**config.mk**
```make
export PLATFORM = sky130hd
export DESIGN_NAME = x86_flags_and_condition_unit
export DESIGN_NICKNAME = d
export VERILOG_FILES = /design/src/hdl/fxc_pkg.sv /design/src/hdl/fxc_front.sv /design/src/hdl/fxc_queue.sv /design/src/hdl/fxc_back.sv /design/src/hdl/x86_flags_and_condition_unit.sv
export SDC_FILE = /design/constraint.sdc
export NUM_CORES = 1
export LEC_CHECK = 0
export BUFFER_PORTS_ARGS = -buffer_cell sky130_fd_sc_hd__buf_4
export CORE_ASPECT_RATIO = 1.5
export CORE_MARGIN = 4
export CORE_UTILIZATION = 54
export DETAILED_ROUTE_END_ITERATION = 8
export PLACE_DENSITY = 0.82
export RECOVER_POWER = 100
export REMOVE_ABC_BUFFERS = 1
export SLEW_MARGIN = 25
export SYNTH_ARGS = -nofsm -noshare
export SYNTH_HDL_FRONTEND = slang
export SYNTH_SLANG_ARGS = --single-unit
```
**constraint.sdc**
```tcl
create_clock -name clk -period 3.7 [get_ports clk]
set_clock_uncertainty 0.05 [all_clocks]
set_input_delay 0.185 -clock clk [delete_from_list [all_inputs] [get_ports clk]]
set_output_delay 0.185 -clock clk [all_outputs]
set_load 0.01 [all_outputs]
```
**src/hdl/fxc_pkg.sv**
```systemverilog
`timescale 1ns / 1ps
`default_nettype none
// ---------------------------------------------------------------------------
// fxc_pkg
// Types and constants shared by the flags and condition unit modules.
// ---------------------------------------------------------------------------
package fxc_pkg;

	localparam int DATA_W      = 64;
	localparam int NUM_FLAGS   = 6;
	localparam int IN_TDATA_W  = 208;
	localparam int OUT_TDATA_W = 16;
	// Queue depth must be a power of two so the pointers wrap on their own.
	localparam int QUEUE_DEPTH = 4;
	localparam int QPTR_W      = $clog2(QUEUE_DEPTH);

	// Flag positions inside every flag vector.
	localparam int F_OF = 0;
	localparam int F_CF = 1;
	localparam int F_ZF = 2;
	localparam int F_SF = 3;
	localparam int F_PF = 4;
	localparam int F_AF = 5;
	localparam int AUX_BIT = 4;

	localparam logic [NUM_FLAGS-1:0] ALL_DEFINED   = 6'h3F;
	localparam logic [NUM_FLAGS-1:0] LOGIC_DEFINED = 6'h1F;

	typedef enum logic [2:0] {
		MODE_SUB   = 3'd0,
		MODE_ADD   = 3'd1,
		MODE_LOGIC = 3'd2,
		MODE_INVAL = 3'd3,
		MODE_EVAL  = 3'd4
	} mode_t;

	typedef enum logic [2:0] {
		CC_O  = 3'd0,
		CC_C  = 3'd1,
		CC_Z  = 3'd2,
		CC_BE = 3'd3,
		CC_S  = 3'd4,
		CC_P  = 3'd5,
		CC_L  = 3'd6,
		CC_LE = 3'd7
	} cc_kind_t;

	// What the back end does with a queued request.
	typedef enum logic [1:0] {
		OP_NOP  = 2'd0,
		OP_SUB  = 2'd1,
		OP_UPD  = 2'd2,
		OP_EVAL = 2'd3
	} op_t;

	// Operand comparisons of a subtraction, worked out ahead of time.
	typedef struct packed {
		logic ule;
		logic slt;
		logic sle;
	} cmp_t;

	typedef struct packed {
		op_t                  op;
		logic [NUM_FLAGS-1:0] fbits;
		logic [NUM_FLAGS-1:0] fdef;
		cmp_t                 cmp;
		logic [3:0]           cond_code;
	} qent_t;

	typedef struct packed {
		logic  valid;
		qent_t ent;
	} qhead_t;

	typedef struct packed {
		logic [1:0]           pad;
		logic                 cond_defined;
		logic                 cond_true;
		logic [NUM_FLAGS-1:0] defined_mask;
		logic [NUM_FLAGS-1:0] flags;
	} result_t;

endpackage
`default_nettype wire

```
**src/hdl/fxc_front.sv**
```systemverilog
`timescale 1ns / 1ps
`default_nettype none
// ---------------------------------------------------------------------------
// fxc_front
// Unpacks a request, masks it to its width and works out the new flags and
// the operand comparisons, so the back end needs no wide datapath.
// ---------------------------------------------------------------------------
module fxc_front
	import fxc_pkg::*;
(
	input  logic [IN_TDATA_W-1:0] s_tdata,
	output qent_t                 ent
);

	function automatic logic msb_at(input logic [DATA_W-1:0] v, input logic [1:0] s);
		logic m;
		case (s)
			2'd0:    m = v[7];
			2'd1:    m = v[15];
			2'd2:    m = v[31];
			default: m = v[63];
		endcase
		return m;
	endfunction

	logic [1:0]        width_sel;
	logic [DATA_W-1:0] mask, lhs, rhs, res, aux;
	logic              zf, sf, pf, af;
	logic              sub_cf, sub_of, add_cf, add_of;
	logic              eq, sa, sb, slt;

	assign width_sel = s_tdata[4:3];

	always_comb begin
		case (width_sel)
			2'd0:    mask = 64'h0000_0000_0000_00FF;
			2'd1:    mask = 64'h0000_0000_0000_FFFF;
			2'd2:    mask = 64'h0000_0000_FFFF_FFFF;
			default: mask = 64'hFFFF_FFFF_FFFF_FFFF;
		endcase
	end

	assign lhs = s_tdata[68:5]    & mask;
	assign rhs = s_tdata[132:69]  & mask;
	assign res = s_tdata[196:133] & mask;
	assign aux = lhs ^ rhs ^ res;

	assign zf = (res == '0);
	assign sf = msb_at(res, width_sel);
	assign pf = ~^res[7:0];
	assign af = aux[AUX_BIT];

	assign sub_cf = (lhs < rhs);
	assign sub_of = msb_at((lhs ^ res) & (lhs ^ rhs), width_sel);
	assign add_cf = (res < lhs);
	assign add_of = msb_at((lhs ^ res) & ~(lhs ^ rhs), width_sel);

	// Signed order: differing signs decide alone, else unsigned order holds.
	assign eq  = (lhs == rhs);
	assign sa  = msb_at(lhs, width_sel);
	assign sb  = msb_at(rhs, width_sel);
	assign slt = (sa != sb) ? sa : sub_cf;

	always_comb begin
		ent.op        = OP_NOP;
		ent.fbits     = '0;
		ent.fdef      = '0;
		ent.cmp.ule   = sub_cf | eq;
		ent.cmp.slt   = slt;
		ent.cmp.sle   = slt | eq;
		ent.cond_code = s_tdata[200:197];
		unique case (mode_t'(s_tdata[2:0]))
			MODE_SUB: begin
				ent.op    = OP_SUB;
				ent.fbits = {af, pf, sf, zf, sub_cf, sub_of};
				ent.fdef  = ALL_DEFINED;
			end
			MODE_ADD: begin
				ent.op    = OP_UPD;
				ent.fbits = {af, pf, sf, zf, add_cf, add_of};
				ent.fdef  = ALL_DEFINED;
			end
			MODE_LOGIC: begin
				ent.op    = OP_UPD;
				ent.fbits = {1'b0, pf, sf, zf, 2'b00};
				ent.fdef  = LOGIC_DEFINED;
			end
			MODE_INVAL: begin
				ent.op = OP_UPD;
			end
			MODE_EVAL: begin
				ent.op = OP_EVAL;
			end
			default: begin
				ent.op = OP_NOP;
			end
		endcase
	end

endmodule
`default_nettype wire

```
**src/hdl/fxc_queue.sv**
```systemverilog
`timescale 1ns / 1ps
`default_nettype none
// ---------------------------------------------------------------------------
// fxc_queue
// Small register FIFO between the classifying front end and the back end.
// ---------------------------------------------------------------------------
module fxc_queue
	import fxc_pkg::*;
(
	input  logic   clk,
	input  logic   arst_n,
	input  logic   push,
	input  qent_t  push_ent,
	input  logic   pop,
	output logic   full,
	output qhead_t head
);

	qent_t             mem_q [QUEUE_DEPTH];
	logic [QPTR_W-1:0] wr_ptr_q, rd_ptr_q;
	logic [QPTR_W:0]   count_q;

	assign full       = (count_q == (QPTR_W+1)'(QUEUE_DEPTH));
	assign head.valid = (count_q != '0);
	assign head.ent   = mem_q[rd_ptr_q];

	always_ff @(posedge clk or negedge arst_n) begin
		if (!arst_n) begin
			wr_ptr_q <= '0;
			rd_ptr_q <= '0;
			count_q  <= '0;
		end else begin
			if (push) wr_ptr_q <= wr_ptr_q + 1'b1;
			if (pop)  rd_ptr_q <= rd_ptr_q + 1'b1;
			if (push && !pop)      count_q <= count_q + 1'b1;
			else if (pop && !push) count_q <= count_q - 1'b1;
		end
	end

	always_ff @(posedge clk) begin
		if (push) mem_q[wr_ptr_q] <= push_ent;
	end

endmodule
`default_nettype wire

```
**src/hdl/fxc_back.sv**
```systemverilog
`timescale 1ns / 1ps
`default_nettype none
// ---------------------------------------------------------------------------
// fxc_back
// Holds the flag state and the subtraction compare cache, applies queued
// requests in order and drives the output register.
// ---------------------------------------------------------------------------
module fxc_back
	import fxc_pkg::*;
(
	input  logic    clk,
	input  logic    arst_n,
	input  qhead_t  head,
	output logic    pop,
	input  logic    m_tready,
	output logic    m_tvalid,
	output result_t result
);

	logic [NUM_FLAGS-1:0] flags_q, fdef_q, nx_flags, nx_fdef;
	logic                 cache_valid_q, nx_cache_valid;
	cmp_t                 cache_cmp_q, nx_cache_cmp;
	logic                 ctrue, cdef, sf_ne_of;
	logic                 valid_q;
	result_t              result_q;

	assign pop      = head.valid && (!valid_q || m_tready);
	assign sf_ne_of = flags_q[F_SF] ^ flags_q[F_OF];

	always_comb begin
		nx_flags       = flags_q;
		nx_fdef        = fdef_q;
		nx_cache_valid = cache_valid_q;
		nx_cache_cmp   = cache_cmp_q;
		ctrue          = 1'b0;
		cdef           = 1'b0;
		case (head.ent.op)
			OP_SUB: begin
				nx_flags       = head.ent.fbits;
				nx_fdef        = head.ent.fdef;
				nx_cache_valid = 1'b1;
				nx_cache_cmp   = head.ent.cmp;
			end
			OP_UPD: begin
				nx_flags       = head.ent.fbits;
				nx_fdef        = head.ent.fdef;
				nx_cache_valid = 1'b0;
			end
			OP_EVAL: begin
				unique case (cc_kind_t'(head.ent.cond_code[3:1]))
					CC_O: begin
						ctrue = flags_q[F_OF];
						cdef  = fdef_q[F_OF];
					end
					CC_C: begin
						ctrue = flags_q[F_CF];
						cdef  = fdef_q[F_CF];
					end
					CC_Z: begin
						ctrue = flags_q[F_ZF];
						cdef  = fdef_q[F_ZF];
					end
					CC_BE: begin
						ctrue = cache_valid_q ? cache_cmp_q.ule
						                      : (flags_q[F_CF] | flags_q[F_ZF]);
						cdef  = cache_valid_q | (fdef_q[F_CF] & fdef_q[F_ZF]);
					end
					CC_S: begin
						ctrue = flags_q[F_SF];
						cdef  = fdef_q[F_SF];
					end
					CC_P: begin
						ctrue = flags_q[F_PF];
						cdef  = fdef_q[F_PF];
					end
					CC_L: begin
						ctrue = cache_valid_q ? cache_cmp_q.slt : sf_ne_of;
						cdef  = cache_valid_q | (fdef_q[F_SF] & fdef_q[F_OF]);
					end
					CC_LE: begin
						ctrue = cache_valid_q ? cache_cmp_q.sle
						                      : (sf_ne_of | flags_q[F_ZF]);
						cdef  = cache_valid_q |
						        (fdef_q[F_SF] & fdef_q[F_OF] & fdef_q[F_ZF]);
					end
					default: begin
						ctrue = 1'b0;
						cdef  = 1'b0;
					end
				endcase
				ctrue = ctrue ^ head.ent.cond_code[0];
			end
			default: begin
				ctrue = 1'b0;
			end
		endcase
	end

	always_ff @(posedge clk or negedge arst_n) begin
		if (!arst_n) begin
			flags_q       <= '0;
			fdef_q        <= '0;
			cache_valid_q <= 1'b0;
			cache_cmp_q   <= '0;
			valid_q       <= 1'b0;
		end else begin
			if (pop) begin
				flags_q       <= nx_flags;
				fdef_q        <= nx_fdef;
				cache_valid_q <= nx_cache_valid;
				cache_cmp_q   <= nx_cache_cmp;
				valid_q       <= 1'b1;
			end else if (m_tready) begin
				valid_q <= 1'b0;
			end
		end
	end

	always_ff @(posedge clk) begin
		if (pop) begin
			result_q.pad          <= '0;
			result_q.cond_defined <= cdef;
			result_q.cond_true    <= ctrue;
			result_q.defined_mask <= nx_fdef;
			result_q.flags        <= nx_flags;
		end
	end

	assign m_tvalid = valid_q;
	assign result   = result_q;

endmodule
`default_nettype wire

```
**src/hdl/x86_flags_and_condition_unit.sv**
```systemverilog
`timescale 1ns / 1ps
`default_nettype none
// ---------------------------------------------------------------------------
// x86_flags_and_condition_unit
// x86 status flags (OF CF ZF SF PF AF) with defined bits, and evaluation of
// the sixteen x86 condition codes against them.
// ---------------------------------------------------------------------------
//
//  Channel   Dir  Bits  Carries
//  s_*       in   208   one request: flag update or condition evaluation
//  m_*       out  16    flags, defined mask and condition result per request
//
// One request enters per cycle while s_tready is high and passes the queue and the
// output register; steady throughput is one request per clock unless the output
// stalls. The front end classifies a request combinationally into a four-entry
// queue; the back end pops one entry per cycle into the output register. arst_n
// clears the flags, the defined bits, the compare cache and the queue. A stalled
// output fills the queue, and s_tready falls only once all four entries are taken.
//
module x86_flags_and_condition_unit
	import fxc_pkg::*;
(
	input  logic                   clk,
	input  logic                   arst_n,
	// Request channel.
	input  logic                   s_tvalid,
	output logic                   s_tready,
	// s_tdata, from bit 0 up: mode[2:0], width_sel[4:3], lhs_value[68:5],
	// rhs_value[132:69], result_value[196:133], cond_code[200:197], zeros.
	input  logic [IN_TDATA_W-1:0]  s_tdata,
	// Result channel.
	output logic                   m_tvalid,
	input  logic                   m_tready,
	// m_tdata, from bit 0 up: flag_of, flag_cf, flag_zf, flag_sf, flag_pf,
	// flag_af, defined_mask[11:6], cond_true[12], cond_defined[13], zeros.
	output logic [OUT_TDATA_W-1:0] m_tdata
);

	qent_t   front_ent;
	qhead_t  q_head;
	logic    q_full, q_push, q_pop;
	result_t result;

	// A request is taken whenever the queue has a free entry; it never waits
	// on the output register directly.
	assign s_tready = !q_full;
	assign q_push   = s_tvalid && s_tready;

	// Front end: masking to the width, flag computation for updates, and the
	// three operand orderings (unsigned <=, signed <, signed <=) that a later
	// BE, L or LE condition needs from a subtraction.
	fxc_front u_front (
		.s_tdata (s_tdata),
		.ent     (front_ent)
	);

	fxc_queue u_queue (
		.clk      (clk),
		.arst_n   (arst_n),
		.push     (q_push),
		.push_ent (front_ent),
		.pop      (q_pop),
		.full     (q_full),
		.head     (q_head)
	);

	// Back end: the only place that holds architectural state, so requests
	// see each other's effects strictly in arrival order.
	fxc_back u_back (
		.clk      (clk),
		.arst_n   (arst_n),
		.head     (q_head),
		.pop      (q_pop),
		.m_tready (m_tready),
		.m_tvalid (m_tvalid),
		.result   (result)
	);

	assign m_tdata = result;

endmodule
`default_nettype wire

```
Word-level counts from Yosys, hierarchy flattened. Memories as Yosys holds them, arrays and structs flattened. Index checks and enable logic that the tools add are counted. Widths: inputs -> output; s select.

Bits in latches: 0. Bits in read-only memories: 0. Memories: 1. Bits in registers: 38. Input bits: 212. Logic and storage cells: 107. Bits in writable memories: 84.

$add $sub $neg: 4. Order comparisons: 2. Div/mod/pow operators: 0. Bitwise operators: 21. Equality and inequality tests: 19. Muxes and demuxes: 24. Reductions and logical operators: 22. Shift operators: 0. $mul: 0.

Memory list: u_queue.mem_q (words 4, bits a word 21, read ports 1, clocked after Yosys merged registers in 0, wr ports 1, line fxc_queue.sv:19) `qent_t mem_q [QUEUE_DEPTH];`.

Operators by type and width (count): $and 64x64->64 (5); $pmux 64 s3 (1); $lt 64x64->1 (2); $xor 64x64->64 (2); $eq 64x64->1 (1); $logic_not 64->1 (1); $not 64->64 (1); $pmux 12 s3 (1); $eq 3x3->1 const B (6); $pmux 1 s8 (2); $pmux 1 s3 (5); $eq 3x2->1 const B (4); $mux 6 (2); $mux 1 (9); $reduce_xnor 8->1 (1); $or 1x1->1 (7); $eq 2x2->1 const B (3); $eq 3x1->1 const B (2); $logic_not 3->1 (2); $mux 3 (2); $pmux 2 s3 (1); $reduce_bool 2->1 (3); $xor 5x5->5 (1); $add 2x1->2 const B (2); 15 further kinds (26).

Longest topological paths before layout.
Word-level depth: 8. Depth in mapped cells: 15. Gate-level depth less buffers: 11.

By module. Synthesis repeated with hierarchy kept, for this count alone.

Cell total of the unflattened synthesis: 920. Area, all modules: 9399.0 sq um.

By module, submodules not included: fxc_front (seq. area each 0.0 sq um, cells an instance 670, instances 1, area an instance 4438.0 sq um); fxc_queue (seq. area each 2697.6 sq um, cells an instance 144, instances 1, area an instance 3459.6 sq um); fxc_back (seq. area each 845.8 sq um, cells an instance 104, instances 1, area an instance 1491.4 sq um); x86_flags_and_condition_unit (seq. area each 0.0 sq um, cells an instance 2, instances 1, area an instance 10.0 sq um).

Worst setup path before layout. Ideal clock, no wire load.

Path type: input port to flip-flop. Start point: input s_tdata[4]. End point: memory u_queue.mem_q[0][4] (netlist name) (data pin). Library setup time: 190 ps. Arrival time: 3178 ps. Stages on the path: 12. Path buffers: 4. Required time: 3460 ps. Slack: 282 ps. Cell sequence: clkbuf_1 -> clkbuf_1 -> and2_1 -> clkbuf_1 -> clkbuf_1 -> nand2_1 -> ha_1 -> nand4_1 -> nor4_1 -> nand4_1 -> or4_1 -> o211ai_1.

RTL lines: start, declared (line x86_flags_and_condition_unit.sv:30) `input logic [IN_TDATA_W-1:0] s_tdata,`; end, declared (line fxc_queue.sv:19).

==> results.cfg <==
[run_status]
outcome = finished clean

[sta]
hold-worst-slack_ns = 0.0392
postLayoutSetupSlackWorst_ns = 0.323
final_hold_viol_count = 0
finalSetupViolCount = 0
period_minus_slack_ns = 3.38
slew_viol_final = 0
slew_headroom_pct = 6.24
finalSetupTns_ns = 0
worst_pin_slew_ns = 1.41
fin_crit_sh_pct = 91.3
rsz0062_at_grt = false
max_freq_mhz = 296

[die]
die_w_microns = 112
num_io_pins = 230
fp.dieH_microns = 163
dieArea_sq_um = 18200
initial_utilization_pct = 55.3
num_rows = 56
core_area_sq_um = 15700

[synth]
netlist_top_cells_area = edfxtp_1 (28%), ha_1 (20%), nand2_1 (7.4%)
yosysTopAreaCell = edfxtp_1
yosysUniqueCellTypes = 56
async_reset_ff_share_pct = 22.6
syn_area_per_cell_sq_um = 9.33
yosys_most_used_dff = edfxtp_1
ys_ff_latch = 106
yosys-top-cells-count = nand2_1 (171), ha_1 (137), inv_1 (90)
synth_top_area_share_pct = 28.4
syn_area_sq_um = 8680
ys_warn_count = 0
yosysMostFrequentCell = nand2_1
synth_edf_count = 82
synthCells = 930
seq_area_frac_synth_pct = 35.3

[global_routing]
grt_first_pass_wirelength_microns = 38300
grt_pass1_vias = 7915
antenna_found_initial = 0
grt.total_usage_pct = 26.7
grt_max_degree = 75
overflow = 0

[layout]
fillers = 1288
drive_gt1_share_pct = 21.9
nets = 1500
postLayoutCellArea_sq_um = 10800
diodes = 0
finalNonFillerCells = 1358
syn_to_final_growth_pct = 24.4

[pwr]
power_leakage_nw = 5.33
vdd_drop_max_uv = 357
powerDensity_nw_per_um2 = 474

[setup_path]
path_cells = buf_4 -> or2_0 -> clkbuf_1 -> nand2_1 -> ha_1 -> nand4_1 -> or4_1 -> a21oi_1 -> a21oi_1 -> a211o_1 -> nand4_1 -> o21ai_0
worstSetupPathType = in2reg
cp.arrival_ns = 3.37
crit_path_end_kind = flip-flop
cp_slowest_cell = or4_1
path_max_fanout = 14
slowest_delay_ns = 0.56
worstPathRequired_ns = 3.69
startpoint_type = input port

[run]
maxCapViolations = 0

[place]
dpl.hpwl_microns = 20300
pre_cts_slack_ns = 0.0374
io_buffers = 220
dp.cells = 1337
postPlaceCellArea_sq_um = 10600
routabilityCongestion = 0.968

[clock_tree]
htreeDepth = 3
cts_tree = built
clkSinkCount = 106
max-clock-path-buffers = 2
ctsRootBufferMaster = clkbuf_16
cts_buffers = 9
path_clk_slew_ns = 0.07
cts_resized = 0
postCtsHoldBufs = 5
cts_setup_buffers = 0
clk_latency_ns = 0.35

[routing]
num_vias = 7753
drc = 0
drt-vias-per-instance = 5.71
drtIter0Drc = 321
route.detailed.wl_per_inst_microns = 17.9
antenna_left = 0
first_pass_iters = 5
wirelength_microns = 24400

[worst_hold_path]
hp-class = in2reg
## critical path, delay by kind of cell
kind            cells  cell delay, ns
compound gates      4            0.77
simple gates        5            1.48
fa+ha+maj           1            0.32
buf+inv             2            0.61
## area by class of cell
cell class / count / area [sq um] / area share (%)
Multi-Input combinational cell: 702 / 5130 / 47.5
Sequential cell: 106 / 3060 / 28.4
Timing Repair Buffer: 241 / 1730 / 16.0
Inverter: 90 / 338 / 3.13
Tap cell: 203 / 254 / 2.35
Clock buffer: 10 / 229 / 2.12
Clock inverter: 6 / 57.6 / 0.533
## cell usage in the layout, fill, tap and decap left out, types with 4 or more instances in the layout
master and instances:
and2_1 30, or4_1 5, nand2_1 171, xor2_1 6, o21ai_0 23, nand3_1 14
inv_1 90, a21o_1 18, nor3_1 9, mux4_2 20, nand2b_1 5, buf_4 206
nor2b_1 10, edfxtp_1 82, clkbuf_1 30, xnor2_1 10, nor2_1 39, and3_1 38
a31oi_1 4, a21oi_1 61, dlygate4sd3_1 5, nor4_1 12, clkbuf_16 9, mux2_2 11
a211oi_1 8, ha_1 137, nand4_1 27, dfrtp_1 24
## sequential cells by signal, indices dropped and copies added, names as in the netlist
register              count
u_back.cache_cmp_q        3
u_queue.wr_ptr_q          2
u_back.flags_q            6
u_queue.mem_q            68
u_queue.count_q           3
u_queue.rd_ptr_q          2
u_back.fdef_q             6
u_back.result            14
u_back.m_tvalid           1
u_back.cache_valid_q      1
## power by group
| part | internal, mW | leakage (nW) | switching, mW |
|---|---|---|---|
| registers | 1.75 | 1.06 | 0.225 |
| logic | 1.03 | 4.12 | 1.19 |
| clock network | 0.520 | 0.144 | 0.400 |
| total | 3.30 | 5.33 | 1.82 |
## per-layer routing
layer / vias to the layer above / wire length, microns / GRT usage [%]
met5: - / 0 / 0
met4: 0 / 1410 / 15.2
met3: 79 / 1790 / 5.82
met2: 307 / 12900 / 50.2
met1: 3593 / 8260 / 27.0
li1: 3774 / - / -
## stage by stage
step / total power, mW / utilization, %
finish: 5.11 / 68.8
global placement: 4.18 / 67.4
detailed placement: 4.31 / 67.4
floorplan: 3.43 / -
CTS: 5.25 / 69.5
global route: 5.47 / 68.8
## logic make-up (layout without fill, tap and decap cells)
| group | count (synthesis) | count (layout) | share of synthesized area (%) |
|---|---|---|---|
| AOI/OAI and AO/OA | 139 | 139 | 9.86 |
| buffers and inverters | 123 | 347 | 5.57 |
| adders and majority gates | 138 | 138 | 20.0 |
| muxes | 32 | 32 | 6.73 |
| and+or+nand+nor | 375 | 375 | 20.9 |
| other | 1 | 2 | 0.0432 |
| DFF | 106 | 106 | 35.3 |
| xor gates and xnor gates | 16 | 16 | 1.61 |
## worst paths after layout
check,end,depth (start not counted),slack [ns],start
hold reg to reg,u_back.flags_q[5],2,0.42,u_back.flags_q[5]
setup reg to reg,u_back.result[4],4,0.76,u_queue.rd_ptr_q[0]
hold / removal,u_back.m_tvalid,4,0.04,m_tready
min in group asynchronous,u_back.m_tvalid,2,0.65,arst_n
max in group asynchronous,u_back.cache_cmp_q[1],2,2.12,arst_n
setup / recovery,u_queue.mem_q[2][5],12,0.32,s_tdata[3]
Note: power is estimated with default switching activity, not from simulation.
